[config.mk]
export PLATFORM = sky130hd
export DESIGN_NAME = multi_mode_lfo
export DESIGN_NICKNAME = d
export VERILOG_FILES = /design/src/rtl/mmlfo_pkg.sv /design/src/rtl/multi_mode_lfo.sv
export SDC_FILE = /design/constraint.sdc
export NUM_CORES = 2
export LEC_CHECK = 0
export ABC_AREA = 1
export BUFFER_PORTS_ARGS = -buffer_cell sky130_fd_sc_hd__buf_2
export CELL_PAD_IN_SITES_DETAIL_PLACEMENT = 2
export CELL_PAD_IN_SITES_GLOBAL_PLACEMENT = 2
export CORE_MARGIN = 10
export CORE_UTILIZATION = 34
export DETAILED_ROUTE_END_ITERATION = 10
export GPL_TIMING_DRIVEN = 0
export PLACE_DENSITY = 0.76
export SETUP_SLACK_MARGIN = 0.3
export SLEW_MARGIN = 20
export SYNTH_ARGS = -nofsm -noshare
export SYNTH_HDL_FRONTEND = slang
export SYNTH_SLANG_ARGS = --single-unit
[constraint.sdc]
create_clock -name i_clk -period 8.4 [get_ports i_clk]
set_clock_uncertainty 0.1 [all_clocks]
set_input_delay 0 -clock i_clk [delete_from_list [all_inputs] [get_ports i_clk]]
set_output_delay 0 -clock i_clk [all_outputs]
set_load 0.02 [all_outputs]
[src/rtl/mmlfo_pkg.sv]
`timescale 1ns / 1ps

package mmlfo_pkg;

    localparam int PHASE_BITS      = 32;
    localparam int SAMPLE_BITS     = 16;
    localparam int SINE_TABLE_BITS = 10;
    localparam int SINE_IDX_BITS   = SINE_TABLE_BITS - 2;
    localparam int SINE_ENTRIES    = 1 << SINE_IDX_BITS;
    localparam int AMP_BITS        = SAMPLE_BITS - 1;
    localparam int CFG_INDEX_BITS  = 2;

    localparam logic [SAMPLE_BITS-1:0] AMAX = SAMPLE_BITS'((1 << AMP_BITS) - 1);

    localparam longint unsigned PIH_Q30 = 64'd1686629713;
    localparam longint unsigned Q30_ONE = 64'd1 << 30;
    localparam longint unsigned Q30_HALF = 64'd1 << 29;
    localparam longint unsigned SINE_Q = 64'd1 << SINE_IDX_BITS;

    typedef enum logic [1:0] {
        MODE_LOW  = 2'd0,
        MODE_HIGH = 2'd1,
        MODE_SINE = 2'd2,
        MODE_TRI  = 2'd3
    } t_mode;

    localparam logic [CFG_INDEX_BITS-1:0] CFG_MODE        = CFG_INDEX_BITS'(0);
    localparam logic [CFG_INDEX_BITS-1:0] CFG_START_PHASE = CFG_INDEX_BITS'(1);

    typedef logic [SINE_ENTRIES-1:0][AMP_BITS-1:0] t_sine_rom;

    // Quarter-wave sine amplitude for table point j, 7-term Taylor series in Q30
    function automatic logic [AMP_BITS-1:0] f_sine_amp(input int j);
        longint unsigned x;
        longint unsigned x2;
        longint unsigned term;
        longint          sum;
        longint unsigned amp;
        x    = (PIH_Q30 * longint'(j)) / SINE_Q;
        x2   = (x * x) >> 30;
        term = x;
        sum  = longint'(x);
        term = ((term * x2) >> 30) / 6;
        sum  = sum - longint'(term);
        term = ((term * x2) >> 30) / 20;
        sum  = sum + longint'(term);
        term = ((term * x2) >> 30) / 42;
        sum  = sum - longint'(term);
        term = ((term * x2) >> 30) / 72;
        sum  = sum + longint'(term);
        term = ((term * x2) >> 30) / 110;
        sum  = sum - longint'(term);
        term = ((term * x2) >> 30) / 156;
        sum  = sum + longint'(term);
        if (sum < 0) begin
            sum = 0;
        end
        if (sum > longint'(Q30_ONE)) begin
            sum = longint'(Q30_ONE);
        end
        amp = (longint'(sum) * longint'(AMAX) + Q30_HALF) >> 30;
        return AMP_BITS'(amp);
    endfunction

    function automatic t_sine_rom f_build_sine_rom();
        t_sine_rom rom;
        for (int k = 0; k < SINE_ENTRIES; k++) begin
            rom[k] = f_sine_amp(k);
        end
        return rom;
    endfunction

    localparam t_sine_rom            SINE_ROM  = f_build_sine_rom();
    localparam logic [AMP_BITS-1:0] SINE_PEAK = f_sine_amp(SINE_ENTRIES);

endpackage

[src/rtl/multi_mode_lfo.sv]
`timescale 1ns / 1ps

// Multi-mode LFO: each input item (two bounds and a signed phase step) yields one
// output sample that lies between the smaller and the larger bound. Modes 0/1
// output the low/high bound and hold the phase; mode 2 (sine, quarter-wave ROM)
// and mode 3 (exact triangle) map a bipolar wave onto the bound range and then
// advance the 32-bit phase accumulator by the step. A new item is taken every
// cycle unless the output is stalled; each sample passes through four register
// stages: ordering and phase capture, wave amplitude (ROM or one multiply),
// range scaling multiply, and the constant divide by 65534 with the final add.
// Writing start_phase loads the phase accumulator at once.
module multi_mode_lfo (
    input  logic                                    i_clk,
    input  logic                                    i_rst_n,
    input  logic                                    i_in_valid,
    output logic                                    o_in_ready,
    input  logic signed [mmlfo_pkg::SAMPLE_BITS-1:0] i_low_bound,
    input  logic signed [mmlfo_pkg::SAMPLE_BITS-1:0] i_high_bound,
    input  logic signed [mmlfo_pkg::PHASE_BITS-1:0]  i_phase_step,
    output logic                                    o_out_valid,
    input  logic                                    i_out_ready,
    output logic signed [mmlfo_pkg::SAMPLE_BITS-1:0] o_sample,
    input  logic                                    i_cfg_valid,
    output logic                                    o_cfg_ready,
    input  logic [mmlfo_pkg::CFG_INDEX_BITS-1:0]    i_cfg_index,
    input  logic [mmlfo_pkg::PHASE_BITS-1:0]        i_cfg_data
);

    localparam int SB = mmlfo_pkg::SAMPLE_BITS;
    localparam int PB = mmlfo_pkg::PHASE_BITS;
    localparam int IB = mmlfo_pkg::SINE_IDX_BITS;
    localparam int AB = mmlfo_pkg::AMP_BITS;

    mmlfo_pkg::t_mode r_mode;
    logic [PB-1:0]    r_acc;
    logic [PB-1:0]    n_acc;

    logic w_in_accept;
    logic w_cfg_write;
    logic w_cfg_acc;
    logic w_rdy2, w_rdy3, w_rdy4;

    // stage 1
    logic                 r_v1;
    logic signed [SB-1:0] r_s1_lo;
    logic [SB-1:0]        r_s1_range;
    logic [PB-1:0]        r_s1_phase;
    logic                 r_s1_sine;
    // stage 2
    logic                 r_v2;
    logic signed [SB-1:0] r_s2_lo;
    logic [SB-1:0]        r_s2_range;
    logic [SB-1:0]        r_s2_u;
    // stage 3
    logic                 r_v3;
    logic signed [SB-1:0] r_s3_lo;
    logic [2*SB-1:0]      r_s3_num;
    // stage 4
    logic                 r_v4;
    logic signed [SB-1:0] r_s4_sample;

    // stage 1 logic
    logic signed [SB-1:0] w_lo, w_hi;
    logic [SB:0]          w_diff;
    logic signed [SB-1:0] n_s1_lo;
    logic [SB-1:0]        n_s1_range;

    // stage 2 logic
    logic [1:0]      w_quad;
    logic [IB-1:0]   w_sidx;
    logic [AB-1:0]   w_sine_amp;
    logic [PB-2:0]   w_tri_r;
    logic [PB-1:0]   w_tri_mag;
    logic [PB+AB-1:0] w_tri_prod;
    logic [AB-1:0]   w_tri_amp;
    logic [AB-1:0]   w_amp;
    logic [SB-1:0]   n_s2_u;

    // stage 4 logic
    logic [2*SB-2:0] w_half;
    logic [SB-1:0]   w_t;
    logic [SB:0]     w_s;
    logic [1:0]      w_s1;
    logic [SB-1:0]   w_r2;
    logic [SB-1:0]   w_q;
    logic [SB:0]     w_sum;

    assign o_cfg_ready = 1'b1;
    assign w_cfg_write = i_cfg_valid & o_cfg_ready;
    assign w_cfg_acc   = w_cfg_write && (i_cfg_index == mmlfo_pkg::CFG_START_PHASE);

    assign w_rdy4      = !r_v4 || i_out_ready;
    assign w_rdy3      = !r_v3 || w_rdy4;
    assign w_rdy2      = !r_v2 || w_rdy3;
    assign o_in_ready  = !r_v1 || w_rdy2;
    assign w_in_accept = i_in_valid & o_in_ready;

    assign o_out_valid = r_v4;
    assign o_sample    = r_s4_sample;

    assign n_acc = r_acc + $unsigned(i_phase_step);

    // bound ordering; constant modes travel as a zero range
    always_comb begin
        w_lo   = (i_low_bound < i_high_bound) ? i_low_bound : i_high_bound;
        w_hi   = (i_low_bound < i_high_bound) ? i_high_bound : i_low_bound;
        w_diff = {w_hi[SB-1], w_hi} - {w_lo[SB-1], w_lo};
        case (r_mode)
            mmlfo_pkg::MODE_LOW: begin
                n_s1_lo    = w_lo;
                n_s1_range = '0;
            end
            mmlfo_pkg::MODE_HIGH: begin
                n_s1_lo    = w_hi;
                n_s1_range = '0;
            end
            default: begin
                n_s1_lo    = w_lo;
                n_s1_range = w_diff[SB-1:0];
            end
        endcase
    end

    // wave amplitude and offset-binary wave value
    always_comb begin
        w_quad  = r_s1_phase[PB-1:PB-2];
        w_sidx  = r_s1_phase[PB-3:PB-2-IB];
        if (!w_quad[0]) begin
            w_sine_amp = mmlfo_pkg::SINE_ROM[w_sidx];
        end else if (w_sidx == '0) begin
            w_sine_amp = mmlfo_pkg::SINE_PEAK;
        end else begin
            w_sine_amp = mmlfo_pkg::SINE_ROM[IB'(~w_sidx + 1'b1)];
        end
        w_tri_r    = {1'b0, r_s1_phase[PB-3:0]};
        w_tri_mag  = w_quad[0] ? ((PB'(1) << (PB-2)) - PB'(w_tri_r)) : PB'(w_tri_r);
        w_tri_prod = (PB+AB)'(w_tri_mag) * (PB+AB)'(mmlfo_pkg::AMAX)
                   + ((PB+AB)'(1) << (PB-3));
        w_tri_amp  = w_tri_prod[PB+AB-3:PB-2];
        w_amp      = r_s1_sine ? w_sine_amp : w_tri_amp;
        n_s2_u     = w_quad[1] ? (mmlfo_pkg::AMAX - SB'(w_amp))
                               : (mmlfo_pkg::AMAX + SB'(w_amp));
    end

    // floor(num / 65534) as floor((num >> 1) / 32767), folded twice
    always_comb begin
        w_half = r_s3_num[2*SB-1:1];
        w_t    = w_half[2*SB-2:SB-1];
        w_s    = (SB+1)'(w_t) + (SB+1)'(w_half[SB-2:0]);
        w_s1   = w_s[SB:SB-1];
        w_r2   = SB'(w_s[SB-2:0]) + SB'(w_s1);
        w_q    = w_t + SB'(w_s1) + SB'(w_r2 >= mmlfo_pkg::AMAX);
        w_sum  = {r_s3_lo[SB-1], r_s3_lo} + {1'b0, w_q};
    end

    always_ff @(posedge i_clk) begin
        if (!i_rst_n) begin
            r_mode <= mmlfo_pkg::MODE_SINE;
            r_acc  <= '0;
            r_v1   <= 1'b0;
            r_v2   <= 1'b0;
            r_v3   <= 1'b0;
            r_v4   <= 1'b0;
        end else begin
            if (w_cfg_write && i_cfg_index == mmlfo_pkg::CFG_MODE) begin
                r_mode <= mmlfo_pkg::t_mode'(i_cfg_data[1:0]);
            end
            if (w_cfg_acc) begin
                r_acc <= i_cfg_data;
            end else if (w_in_accept && (r_mode == mmlfo_pkg::MODE_SINE
                                      || r_mode == mmlfo_pkg::MODE_TRI)) begin
                r_acc <= n_acc;
            end
            if (o_in_ready) begin
                r_v1 <= i_in_valid;
            end
            if (w_rdy2) begin
                r_v2 <= r_v1;
            end
            if (w_rdy3) begin
                r_v3 <= r_v2;
            end
            if (w_rdy4) begin
                r_v4 <= r_v3;
            end
        end
    end

    always_ff @(posedge i_clk) begin
        if (w_in_accept) begin
            r_s1_lo    <= n_s1_lo;
            r_s1_range <= n_s1_range;
            r_s1_phase <= r_acc;
            r_s1_sine  <= (r_mode == mmlfo_pkg::MODE_SINE);
        end
        if (w_rdy2 && r_v1) begin
            r_s2_lo    <= r_s1_lo;
            r_s2_range <= r_s1_range;
            r_s2_u     <= n_s2_u;
        end
        if (w_rdy3 && r_v2) begin
            r_s3_lo  <= r_s2_lo;
            r_s3_num <= (2*SB)'(r_s2_u) * (2*SB)'(r_s2_range) + (2*SB)'(mmlfo_pkg::AMAX);
        end
        if (w_rdy4 && r_v3) begin
            r_s4_sample <= w_sum[SB-1:0];
        end
    end

`ifndef ASSERT_OFF
    a_acc_hold: assert property (@(posedge i_clk) disable iff (!i_rst_n)
        (w_in_accept && !w_cfg_acc && (r_mode == mmlfo_pkg::MODE_LOW
                                    || r_mode == mmlfo_pkg::MODE_HIGH))
        |=> $stable(r_acc))
        else $error("phase moved in a constant mode");

    a_acc_step: assert property (@(posedge i_clk) disable iff (!i_rst_n)
        (w_in_accept && !w_cfg_acc && (r_mode == mmlfo_pkg::MODE_SINE
                                    || r_mode == mmlfo_pkg::MODE_TRI))
        |=> r_acc == $past(n_acc))
        else $error("phase did not advance by the item step");

    a_reset_empty: assert property (@(posedge i_clk)
        !i_rst_n |=> !o_out_valid)
        else $error("output valid right after reset");
`endif

endmodule

* Word-level counts from Yosys, hierarchy flattened
Memory sizes are Yosys's and may differ from the RTL's. A register that Yosys moved wholly into a read port is not among the register bits.
Index checks and enable logic that the tools add are counted.
W data, S select, Z words.
** Word-level totals
- Flip-flop bits (word level) :: 215
- Memories :: 2
- Bits in read-only memories :: 7680
- Bits of input ports :: 103
- Output and inout bits :: 19
** Memory list
- (name not given) :: depth 256, bits a word 15, read ports 1, clocked after memory_dff 0, wr ports 0, RTL line multi_mode_lfo.sv:133 : w_sine_amp = mmlfo_pkg::SINE_ROM[IB'(~w_sidx + 1'b1)];
- (name not given) :: depth 256, bits a word 15, read ports 1, clocked after memory_dff 1, wr ports 0, RTL line multi_mode_lfo.sv:129 : w_sine_amp = mmlfo_pkg::SINE_ROM[w_sidx];
** Cells by class
- Multiplexer cells :: 13
- Bitwise gates (word level) :: 2
- Reductions and logical operators :: 20
- Equal/unequal tests :: 4
- Add/subtract/negate cells :: 13
- Order comparisons :: 4
- Multiply operators :: 2
** Operators with widths (number)
- $mux W32 :: 3
- $mux W15 :: 5
- $mux W16 :: 4
- $add A45 B30 Y45 const B :: 1
- $mul A32 B15 Y45 const B :: 1
- $add A32 B15 Y32 const B :: 1
- $add A32 B32 Y32 :: 1
- $mul A16 B16 Y32 :: 1
- $sub A31 B30 Y32 const A :: 1
- $lt A8 B9 Y1 const B :: 2
- $add A16 B15 Y17 :: 1
- $add A15 B15 Y16 const A :: 1
- $add A15 B2 Y16 :: 1
- $add A16 B1 Y16 :: 1
- $add A16 B16 Y16 :: 1
- $add A16 B2 Y16 :: 1
- $ge A16 B15 Y1 const B :: 1
- $lt A16 B16 Y1 :: 1
- $sub A15 B15 Y16 const A :: 1
- $sub A16 B16 Y16 :: 1
- $add A8 B1 Y8 const B :: 1
- $logic_not A8 Y1 :: 1
- $mux W8 :: 1
- $not A8 Y8 :: 1
- 9 further kinds :: 24

* Longest topological paths before layout
- Depth after elaboration :: 9
- Depth in mapped cells :: 49
- Depth with buffers taken out :: 49

* Worst setup path before layout
Ideal clock, no wire load.
- Path type :: register to register
- Start :: register r_s1_phase[0]
- End :: register r_s2_u[12], data pin
- Arrival time :: 7589 ps
- Clock period less this slack :: 7942 ps
- Setup slack :: 458 ps
- Stages on the path, launching flop included :: 44
- Setup time :: 253 ps
- Path through :: edfxtp_1 inv_1 nand3_1 nor2_1 nand2_1 nor3_1 nand3_1 nor2_1 nand3_1 nor3_1 nand3_1 nand2_1 o21ai_0 nor2_1 nand3_1 xor2_1 fa_1 fa_1 [... 8 more ...] nand2_1 nor2_1 inv_1 o21bai_1 nor2_1 o21ai_0 nand2_1 nand2_1 nor2_1 a21oi_2 ha_1 nand3_1 nor2_1 nand3_1 nand2_1 nand2_1 nand2_1 nand2_1
** On the way
- Word-level cells in the longest chain between the ends :: 7
- Elaborated cells between the ends (all ways) :: 8
** RTL lines
- start: declaration :: RTL line multi_mode_lfo.sv:47 : logic [PB-1:0] r_s1_phase;
- start signal: assignment :: RTL line multi_mode_lfo.sv:193 : r_s1_phase <= r_acc;
- $sub A31 B30 Y32 :: RTL line multi_mode_lfo.sv:136 : w_tri_mag = w_quad[0] ? ((PB'(1) << (PB-2)) - PB'(w_tri_r)) : PB'(w_tri_r);
- $mux W32 (*) :: RTL line multi_mode_lfo.sv:136
- $mul A32 B15 Y45 (*) :: RTL line multi_mode_lfo.sv:137 : w_tri_prod = (PB+AB)'(w_tri_mag) * (PB+AB)'(mmlfo_pkg::AMAX)
- $add A45 B30 Y45 (*) :: RTL line multi_mode_lfo.sv:138 : + ((PB+AB)'(1) << (PB-3));
- $mux W15 (*) :: RTL line multi_mode_lfo.sv:140 : w_amp = r_s1_sine ? w_sine_amp : w_tri_amp;
- $add A15 B15 Y16 or $sub A15 B15 Y16 (tied branches) :: RTL line multi_mode_lfo.sv:142, multi_mode_lfo.sv:141
- $mux W16 (*) :: RTL line multi_mode_lfo.sv:141 : n_s2_u = w_quad[1] ? (mmlfo_pkg::AMAX - SB'(w_amp))
- via n_s2_u[12] :: RTL line multi_mode_lfo.sv:77 : logic [SB-1:0] n_s2_u;
- end signal: assignment :: RTL line multi_mode_lfo.sv:199 : r_s2_u <= n_s2_u;
- end: declaration :: RTL line multi_mode_lfo.sv:53 : logic [SB-1:0] r_s2_u;
Mark *: on every way through the listed nets, which the timed path passes. The rest lies on a longest branch.
A chain may end at the register's enable or synchronous reset.

* Worst setup path in the final report
- Start :: register r_s1_phase[1]
- End :: register r_s2_u[13], data pin
The elaborated chain is that of the path after synthesis.

==> metrics.txt <==
outcome finished, violations left; failing checks setup timing; dpl hpwl 167 mm; post-synth top area share 21.7%; Die ar. 132000 um^2; met3 track demand over resource 3.52%; first-pass GRT wire length 314 mm; count leader, synth nand2_1; Synth top cells by count nand2_1, inv_1, fa_1; Routed Antenna Nets 0; DIE HEIGHT 363 um; Yosys top cell by area fa_1; Nets 6927; Crit Path Max Fanout 5; EDFF count, synth 176; crit path DAT 9.77 ns; largest net degree at the start of global routing 49; ys flop type edfxtp_1; DRC 0; die width 363 um; final worst slack -1.08 ns; port bufs 120; CTS Buf Count 28; crit end category register; grt peak-use layer met2; Worst-Skew Late Latency 0.61 ns; Routability Congestion 1.01; Initial Util 34.4%; Startpoint Class register; CP Buf/Inv Count 7; CP most frequent cell nand2_1; Worst path top cell family by delay adder cells; Hold Vio Cnt, Final 0; Final min period 9.48 ns; drt total wl 229 mm; max cap viols 0; Worst path slowest cell xor2_1; vias 43.1k; fill count 13.7k; synthesized area per cell 7.06 um^2; H-tree Lvls 1; initial antenna violation count 20; clk sinks 229; All-Layer GR Usage 31.7%; drt wl/cell 30.2 um; top cells by area, synth fa_1, nand2_1, edfxtp_1, ha_1, inv_1; DRT Pass-1 Iters 6; min-delay worst type primary input to register; I/O pin count 122; WP data required 8.69 ns; CP Class register to register; worst-margin pin slew 1.30 ns; # setup viols final 16; Synth async-reset ratio 0%; Slew headroom 12.3%; Area Growth Syn to Fin 17.4%; Yosys reg bits 229; post-layout util 40.3%; vias in the first global route 47.3k; layout cell share with drive strength beyond 1 11.4%; Initial DRC Count 3493; sequential share of the synthesized area 15.8%; Final Max Slew Viols 0; Syn. warnings 0; CTS tree built; CTS clk-pin slew, worst paths 0.07 ns; net count after synthesis 6586; Register Area 6350 um^2; Crit path largest cell delay 0.67 ns; clk buf depth 3; unrepaired setup endpoints after global routing true; GR Layer Usage met1 38.8%; total global routing overflow 0; Placeable Area 117000 um^2; Fmax achieved 105 MHz; area of the multi-input gates 30400 um^2; distinct cell type count after synthesis 59; Synth Instances 5681; clk root buf clkbuf_16; site row count 125; fin crit share 113%; routed vias/inst 5.68; Cell Area, Synth 40100 um^2; Global Route met2 Usage 54.9%
metrics by stage:
step / cells / cell area [um^2] / setup slack, ns / setup TNS (ns) / hold WS, ns
after detailed placement: 7330 / 42700 / -1.61 / -22.06 / 0.161
after global placement: 7325 / 42600 / -1.27 / -16.65 / 0.158
after floorplan: 5681 / 40100 / 0.458 / 0 / 0.0304
after CTS: 7533 / 45800 / -0.0835 / -0.232 / 0.000257
final: 7584 / 47100 / -1.08 / -13.97 / 0.00662
after global routing: 7579 / 47100 / -1.41 / -18.40 / 0.0446
metal layers:
metal,share of wire [%],vias up
met2,48,1850
met5,0.024,-
li1,-,18500
met4,6.8,2
met3,5.9,713
met1,40,22000
layout make-up:
class                           instances  share of cell area [%]
Clock buffer                           31                    1.56
Inverter                             1069                    8.55
Buffer                                203                    2.02
Multi-Input combinational cell       4180                    64.7
Tap cell                             1524                    4.05
Sequential cell                       229                    13.5
Timing Repair Buffer                  311                    5.15
Antenna cell                           17                  0.0904
Clock inverter                         20                   0.441
worst paths after layout:
check	start	to	slack [ns]	depth (start not counted)
hold / removal	i_phase_step[24]	r_acc[24]$_SDFFE_PN0P_	0.007	6
setup reg to reg	r_s1_phase[1]$_DFFE_PP_	r_s2_u[13]$_DFFE_PP_	-1.08	46
setup / recovery	r_s1_phase[1]$_DFFE_PP_	r_s2_u[13]$_DFFE_PP_	-1.08	46
hold reg to reg	r_s2_lo[4]$_DFFE_PP_	r_s3_lo[4]$_DFFE_PP_	0.32	0
worst register-to-register path: cells and delay by family (launching register included):
family                     cells  cell delay, ns
xor gates and xnor gates       1            0.68
and+or+nand+nor               29            3.45
adders and majority gates      7            3.54
DFF                            1            0.45
AOI/OAI and AO/OA              2            0.18
buffers and inverters          7            0.85
sequential cells by signal, indices dropped and copies added (netlist names), named ones only:
name and count:
o_out_valid 1, o_sample 16, r_acc 32, r_mode 2, r_s1_lo 16, r_s1_phase 32, r_s1_range 16, r_s1_sine 1
r_s2_lo 16, r_s2_range 16, r_s2_u 16, r_s3_lo 16, r_s3_num 31, r_v1 1, r_v2 1, r_v3 1
what timing repair did:
| item | in CTS | in global routing |
|---|---|---|
| endpoints found under the hold margin | 73 | 0 |
| setup endpoints to repair | 16 | 18 |
| hold buffers | 104 | 0 |
| resized for setup | 196 | 229 |
| cloned | 0 | 0 |
| setup buffers | 48 | 34 |
| pin swaps | 60 | 76 |
cells by family after synthesis:
logic type | Yosys count | synth area share, %
flip-flops | 229 | 15.8
AND/OR/NAND/NOR | 2480 | 25.1
buffers and inverters | 1272 | 12.3
other | 1 | 0.00935
adder cells (fa/ha/maj) | 802 | 33.1
AO/OA/AOI/OAI | 758 | 10.5
XOR/XNOR | 139 | 3.04
cells in the final DEF (no fill, tap or decap), types with 53 or more instances in the layout:
cell and instances:
nor2_1 340, clkbuf_1 117, nand2_1 1540, o21ai_0 259, edfxtp_1 176, a21oi_1 282
xor2_1 73, buf_2 170, ha_1 350, inv_1 1019, buf_4 87, dlygate4sd3_1 104
nand3_1 311, fa_1 415, dfxtp_1 53
Power is not shown: default switching activity piles up to over one toggle a cycle in this logic, so the estimate is an artifact.
